**src/hdl/dhkv_pkg.sv**
```systemverilog
`timescale 1ns / 1ps
// ----------------------------------------------------------------------------
// dhkv_pkg
// Shared types and constants of the double-hashed key/value table.
// ----------------------------------------------------------------------------
package dhkv_pkg;

  // Fixed widths of the request and response words.
  localparam int KEY_W    = 32;
  localparam int DATA_W   = 32;
  localparam int STATUS_W = 3;
  localparam int TOTAL_W  = 10;

  // Hash constants: h = h * 33 xor byte, seeded with 5381.
  localparam int unsigned DJB_SEED  = 5381;
  localparam int          DJB_SHIFT = 5;
  localparam int          BYTE_W    = 8;

  // The remainder unit retires one digit of this many bits per cycle.
  localparam int DIGIT_W = 4;

  typedef enum logic [STATUS_W-1:0] {
    STS_INSERTED  = 3'd0,
    STS_UPDATED   = 3'd1,
    STS_FOUND     = 3'd2,
    STS_NOT_FOUND = 3'd3,
    STS_FULL      = 3'd4
  } status_e;

endpackage

```
**src/hdl/dhkv_rem_unit.sv**
```systemverilog
`timescale 1ns / 1ps
// ----------------------------------------------------------------------------
// dhkv_rem_unit
// Iterative remainder unit: reduces a left-aligned dividend modulo a divisor,
// one digit per cycle by restoring subtraction.
// ----------------------------------------------------------------------------
module dhkv_rem_unit import dhkv_pkg::*; #(
  parameter int DIV_W = 20,
  parameter int REM_W = 10,
  parameter int CNT_W = 3
) (
  input  logic             clk_i,
  input  logic             rst_ni,
  input  logic             start_i,
  input  logic [DIV_W-1:0] dividend_i,
  input  logic [REM_W-1:0] divisor_i,
  input  logic [CNT_W-1:0] digits_i,
  output logic             done_o,
  output logic [REM_W-1:0] rem_o
);

  localparam int ACC_W = REM_W + DIGIT_W;

  logic [DIV_W-1:0] dq_q;
  logic [REM_W-1:0] rem_q, rem_d;
  logic [REM_W-1:0] dv_q;
  logic [CNT_W-1:0] cnt_q;
  logic [ACC_W-1:0] acc;
  logic [ACC_W-1:0] sub;

  // Shift the next digit in, then take out up to 15 divisors, largest first.
  always_comb begin
    acc = {rem_q, dq_q[DIV_W-1 -: DIGIT_W]};
    sub = '0;
    for (int j = DIGIT_W - 1; j >= 0; j--) begin
      sub = ACC_W'(dv_q) << j;
      if (acc >= sub) begin
        acc = acc - sub;
      end
    end
    rem_d = acc[REM_W-1:0];
  end

  always_ff @(posedge clk_i or negedge rst_ni) begin
    if (!rst_ni) begin
      cnt_q <= '0;
    end else if (start_i) begin
      cnt_q <= digits_i;
    end else if (cnt_q != '0) begin
      cnt_q <= cnt_q - 1'b1;
    end
  end

  always_ff @(posedge clk_i) begin
    if (start_i) begin
      dq_q  <= dividend_i;
      rem_q <= '0;
      dv_q  <= divisor_i;
    end else if (cnt_q != '0) begin
      dq_q  <= dq_q << DIGIT_W;
      rem_q <= rem_d;
    end
  end

  assign done_o = (cnt_q == '0);
  assign rem_o  = rem_q;

  a_rem_below_divisor : assert property (@(posedge clk_i) disable iff (!rst_ni)
    (cnt_q != '0) |-> (rem_q < dv_q))
    else $error("partial remainder reached the divisor");

  a_start_when_idle : assert property (@(posedge clk_i) disable iff (!rst_ni)
    start_i |-> (cnt_q == '0))
    else $error("remainder unit restarted while busy");

endmodule

```
**config.mk**
```make
export PLATFORM = sky130hd
export DESIGN_NAME = dhkv_rem_unit
export DESIGN_NICKNAME = d
export VERILOG_FILES = /design/src/hdl/dhkv_pkg.sv /design/src/hdl/dhkv_rem_unit.sv
export SDC_FILE = /design/constraint.sdc
export NUM_CORES = 1
export LEC_CHECK = 0
export BUFFER_PORTS_ARGS = -buffer_cell sky130_fd_sc_hd__buf_2
export CORE_ASPECT_RATIO = 1.75
export CORE_MARGIN = 4
export CORE_UTILIZATION = 31
export DETAILED_ROUTE_END_ITERATION = 6
export GPL_TIMING_DRIVEN = 0
export PLACE_DENSITY = 0.59
export SKIP_CTS_REPAIR_TIMING = 1
export SYNTH_ARGS = -nofsm -noshare
export SYNTH_HDL_FRONTEND = slang
export SYNTH_SLANG_ARGS = --single-unit
```
**constraint.sdc**
```tcl
create_clock -name clk_i -period 13.25 [get_ports clk_i]
set_input_delay 1.9875 -clock clk_i [delete_from_list [all_inputs] [get_ports clk_i]]
set_output_delay 1.9875 -clock clk_i [all_outputs]
set_load 0.1 [all_outputs]
```
======== After elaboration in Yosys (flattened, before gate mapping) ========
Cells that the tools add are included.
storage, ports and cells
  bits in latches ......................... 0
  output and inout bits ................... 11
  memory bits (writable) .................. 0
  bits in registers ....................... 43
  bits in read-only memories .............. 0
  word-level logic and storage cells ...... 24
  memories kept ........................... 0
operators by class
  div/mod/pow operators ................... 0
  bitwise gates (word level) .............. 0
  $mul .................................... 0
  $lt $le $gt $ge ......................... 4
  equal/unequal tests ..................... 0
  reduce and logical (&&, ||, !) cells .... 3
  shifts and indexed selects .............. 0
  muxes and demuxes ....................... 8
  add/subtract/negate cells ............... 5
operators with widths
  kind                 count
  $mux 14              3
  $mux 20              2
  $ge 14x10->1         1
  $ge 14x11->1         1
  $ge 14x12->1         1
  $ge 14x13->1         1
  $sub 14x11->14       1
  $sub 14x12->14       1
  $sub 14x13->14       1
  $mux 10              1
  $sub 10x10->10       1
  $mux 3               2
  $logic_not 3->1      1
  $reduce_bool 3->1    1
  $sub 3x1->3 const B  1
  $reduce_bool 2->1    1

======== Logic depth before layout (Yosys ltp) ========
  depth in word-level cells ............... 8
  depth in mapped cells ................... 44
  depth with buffers taken out ............ 39

======== Least setup slack after synthesis ========
Ideal clock, no wire load.
  path kind ............................... reg-to-reg
  start ................................... register rem_q[5], in the netlist rem_o[5]
  end ..................................... register rem_q[1], in the netlist rem_o[1]
  data arrival time ....................... 9574 ps
  cell stages (with the launch flop) ...... 43
  setup time .............................. 86 ps
  clock period less this slack ............ 9660 ps
  setup slack ............................. 3590 ps
  buffers on the path ..................... 5
  cells stage by stage .................... dfxtp_1 > ha_1 > buf_2 > a21oi_2 > o211ai_1 > a31o_1 > or3_1 > buf_2 > buf_1 > nor2_1 > a21oi_1 > fa_1 > a211oi_1 > o21bai_1 > nor4_1 > o21ai_1 > a211oi_4 > nand2_1 > (+7 left out) > o211a_1 > o21a_1 > o31a_1 > nor3_4 > mux2i_1 > fa_1 > a21oi_1 > o21ai_0 > a21oi_1 > o21bai_1 > a21oi_1 > o21ai_0 > a21o_1 > a221oi_1 > o21ai_1 > buf_2 > mux2i_1 > a211oi_1
on the way
  cells in the longest elaborated chain, start to end .. 8
ends and longest elaborated chain
  what                                                   RTL line                                  text
  from (decl)                                            dhkv_rem_unit.sv:25                       logic [REM_W-1:0] rem_q, rem_d;
  from (signal assigned)                                 dhkv_rem_unit.sv:61                       rem_q <= rem_d;
  $sub 14x13->14 / $ge 14x13->1 (equally long branches)  dhkv_rem_unit.sv:38, dhkv_rem_unit.sv:37
  $mux 14 *                                              dhkv_rem_unit.sv:37                       if (acc >= sub) begin
  $sub 14x12->14 / $ge 14x12->1 (equally long branches)  dhkv_rem_unit.sv:38, dhkv_rem_unit.sv:37
  $mux 14 *                                              dhkv_rem_unit.sv:37
  $sub 14x11->14 / $ge 14x11->1 (equally long branches)  dhkv_rem_unit.sv:38, dhkv_rem_unit.sv:37
  $mux 14 *                                              dhkv_rem_unit.sv:37
  $ge 14x10->1 / $sub 10x10->10 (equally long branches)  dhkv_rem_unit.sv:37, dhkv_rem_unit.sv:38
  $mux 10 *                                              dhkv_rem_unit.sv:37
Every way passes the cells marked *; elsewhere a longest branch is shown, timed or not.
A chain may end at the register's enable or synchronous reset.

======== Worst setup path after layout ========
  start ................................... register dv_q[6]
  end ..................................... register rem_q[1], in the netlist rem_o[1]
on the way
  cells in the longest elaborated chain, start to end .. 8
ends and longest elaborated chain
  what                                                   RTL line                                  text
  from (decl)                                            dhkv_rem_unit.sv:26                       logic [REM_W-1:0] dv_q;
  from (signal assigned)                                 dhkv_rem_unit.sv:58                       dv_q <= divisor_i;
  $sub 14x13->14 / $ge 14x13->1 (equally long branches)  dhkv_rem_unit.sv:38, dhkv_rem_unit.sv:37
  $mux 14                                                dhkv_rem_unit.sv:37
  $sub 14x12->14 / $ge 14x12->1 (equally long branches)  dhkv_rem_unit.sv:38, dhkv_rem_unit.sv:37
  $mux 14                                                dhkv_rem_unit.sv:37
  $sub 14x11->14 / $ge 14x11->1 (equally long branches)  dhkv_rem_unit.sv:38, dhkv_rem_unit.sv:37
  $mux 14                                                dhkv_rem_unit.sv:37
  $ge 14x10->1 / $sub 10x10->10 (equally long branches)  dhkv_rem_unit.sv:37, dhkv_rem_unit.sv:38
  $mux 10 *                                              dhkv_rem_unit.sv:37
Marks and branches as above.

==> results.cfg <==
[logic_synthesis]
synth.most_common_cell = ha_1
synth_mux_area_share_pct = 11.9
yosys.area.top_type_share_pct = 21.7
synth.avg_cell_area_um2 = 9.42
synth_top_family_by_area = compound AO/OA/AOI/OAI gates
synth_compound_area_share_pct = 19.1
syn_area_mm2 = 0.00416
syn_inst = 441
synthSimpleGateAreaFrac_pct = 15.6
ys_async_sr_fraction_pct = 6.98
synth_fa_ha_area_share_pct = 14.6
synthTopCellsByCount = 42 x ha_1, 32 x a21oi_1, 30 x edfxtp_1, 30 x nor2_1, 27 x inv_1
synth-edff-count = 30
ys_seq_area_share_pct = 28.3
synth-seq-cells = 43
synth-main-ff-cell = edfxtp_1
synth_cell_types = 65
synth-xor-area-share_pct = 6.53
synth.area.top_cells = edfxtp_1 22%, ha_1 13%, mux2_2 6.5%
synth_area_leader_cell = edfxtp_1
syn-num-nets = 523
synth_warnings = 0

[critical_path]
critPathKind = flop to flop
crit_top_cell = a21oi_1
critPathRequiredTime_ns = 13.41
r2r_end = rem_o[1]
crit_path_start_kind = flop
reg2reg_from = dv_q[6]
rrSetupSlack_ns = 2.25
arrival_ns = 11.16
cp-end-kind = flop
crit_fanout = 10
cpMaxStageDelayCell = nor3_4
slowest_delay_ns = 0.54
reg2reg_depth = 43

[floorplan]
start_util_pct = 31.9
placementRows = 55
die_y_um = 161
coreArea_mm2 = 0.0130
num_io_pins = 47
die_x_um = 95.5
dieArea_mm2 = 0.0154

[hold_path]
holdPathEnd = rem_o[8]
holdPathStages = 2
hp-start = rem_o[8]
hp-class = flop to flop

[global_route]
grt_use_total_pct = 15.3
grt_max_degree = 21
overflow = 0
grt_pass1_wl_um = 18200
grt_pass1_vias = 3778
antenna_found_initial = 0

[run]
cap_viol_max_count = 0

[sta]
final-setup-viol-count = 0
rsz0062_at_grt = no
setup_tns_ns = 0
hold_viol_final = 0
layout_min_cycle_time_ns = 11.00
period_share_pct = 83.0
maxSlewHeadroom_pct = 40.2
max_clock_freq_mhz = 90.9
drv_slew = 0
worstMarginPinSlew_ns = 0.897
skew_ns = 0.00720
whs_ns = 0.537

[detailed_routing]
routed_wl_um = 11400
drc_errors = 0
drt_first_pass_iters = 4
drt_iter0_drc = 156
vias_per_cell = 5.43
vias = 3614
ant_nets = 0
detail_route.wl_per_cell_um = 17.2

[status]
status = completed

[final_layout]
drive_above_1_share_pct = 20.0
areaGrowthSynthToFinish_pct = 14.8
fin_nets = 576
n_antenna_cell = 0

[placement]
dpl.hpwl_um = 9530
gp_congestion = 0.844
io_buffer_count = 46

[clocking]
clk_pin_slew_ns = 0.07
cts_buffers = 5
clockRootBuffer = clkbuf_16
cts_tree = done
clock_latency_ns = 0.29
htree_num_levels = 2
clock-sinks = 43
cts_buffer_depth = 2
-- worst max-delay path: cells and delay by family (launching register included) --
kind                     cells  cell delay, ns
AO/OA/AOI/OAI               24            5.11
AND/OR/NAND/NOR              6            1.68
adder cells (fa/ha/maj)      4            1.59
buffers and inverters        7            1.52
multiplexers                 2            0.61
flip-flops                   1            0.37
-- cells in the final DEF, fill, tap and decap left out, drive strengths merged, types with 3 or more instances in the layout --
cell	count
nand2b	8
nand2	18
o21ai	25
nand4	8
mux2	31
nor2b	6
clkbuf	11
mux2i	12
a211oi	15
and2	5
buf	54
xor2	10
nand3	6
ha	42
nor4	3
inv	28
nand4b	3
a21o	10
or3	3
nor2	30
and3	4
edfxtp	30
dfxtp	10
a21oi	34
nor3	9
xnor2	21
o211ai	5
nand3b	4
fa	4
o21bai	7
dfrtp	3
-- layout make-up --
| cell class | count | area, um2 |
|---|---|---|
| clock buffers | 5 | 125 |
| multi-input cells | 356 | 2820 |
| flip-flops and latches | 43 | 1180 |
| well taps | 171 | 214 |
| repair buffers | 46 | 230 |
| plain buffers | 14 | 58.8 |
| clock inverters | 3 | 47.5 |
| fillers | 1327 | 8230 |
| inverters | 28 | 105 |
-- per-stage QoR --
| step | util, % | instance area (um2) | instances | worst slack (ns) |
|---|---|---|---|---|
| after global placement | 35.4 | 4600 | 658 | 2.47 |
| after global routing | 36.7 | 4770 | 666 | 1.39 |
| after detailed placement | 35.4 | 4600 | 658 | 2.36 |
| after floorplan | - | 4160 | 441 | 3.59 |
| final | 36.7 | 4770 | 666 | 2.25 |
| after CTS | 36.7 | 4770 | 666 | 2.28 |
-- how the worst max path moves through the flow --
stage,start,endpoint,cells after the start
5_1_grt,dv_q[7],rem_o[1],42
4_1_cts,dv_q[7],rem_o[1],42
3_5_place_dp,dv_q[6],rem_o[1],43
2_1_floorplan,rem_o[5],rem_o[1],42
3_3_place_gp,dv_q[7],rem_o[4],43
6_report,dv_q[6],rem_o[1],43
-- state kept, by name, summed over array words and instances (netlist names) --
register	flops
cnt_q	3
dq_q	20
dv_q	10
rem_o	10
-- cells by family after synthesis --
kind of cell	after synthesis
multiplexers	43
buffers and inverters	42
AO/OA/AOI/OAI	119
XOR/XNOR	31
flip-flops	43
AND/OR/NAND/NOR	117
adder cells (fa/ha/maj)	46
-- routing by layer --
metal	vias to the layer above	wire length [um]	GRT usage, %
met5	-	0	0
met4	0	649	9.78
met3	35	300	1.58
met2	91	6620	30.0
met1	1728	3860	14.1
li1	1760	-	-
Power is not shown: default switching activity piles up to over one toggle a cycle in this logic, so the estimate is an artifact.
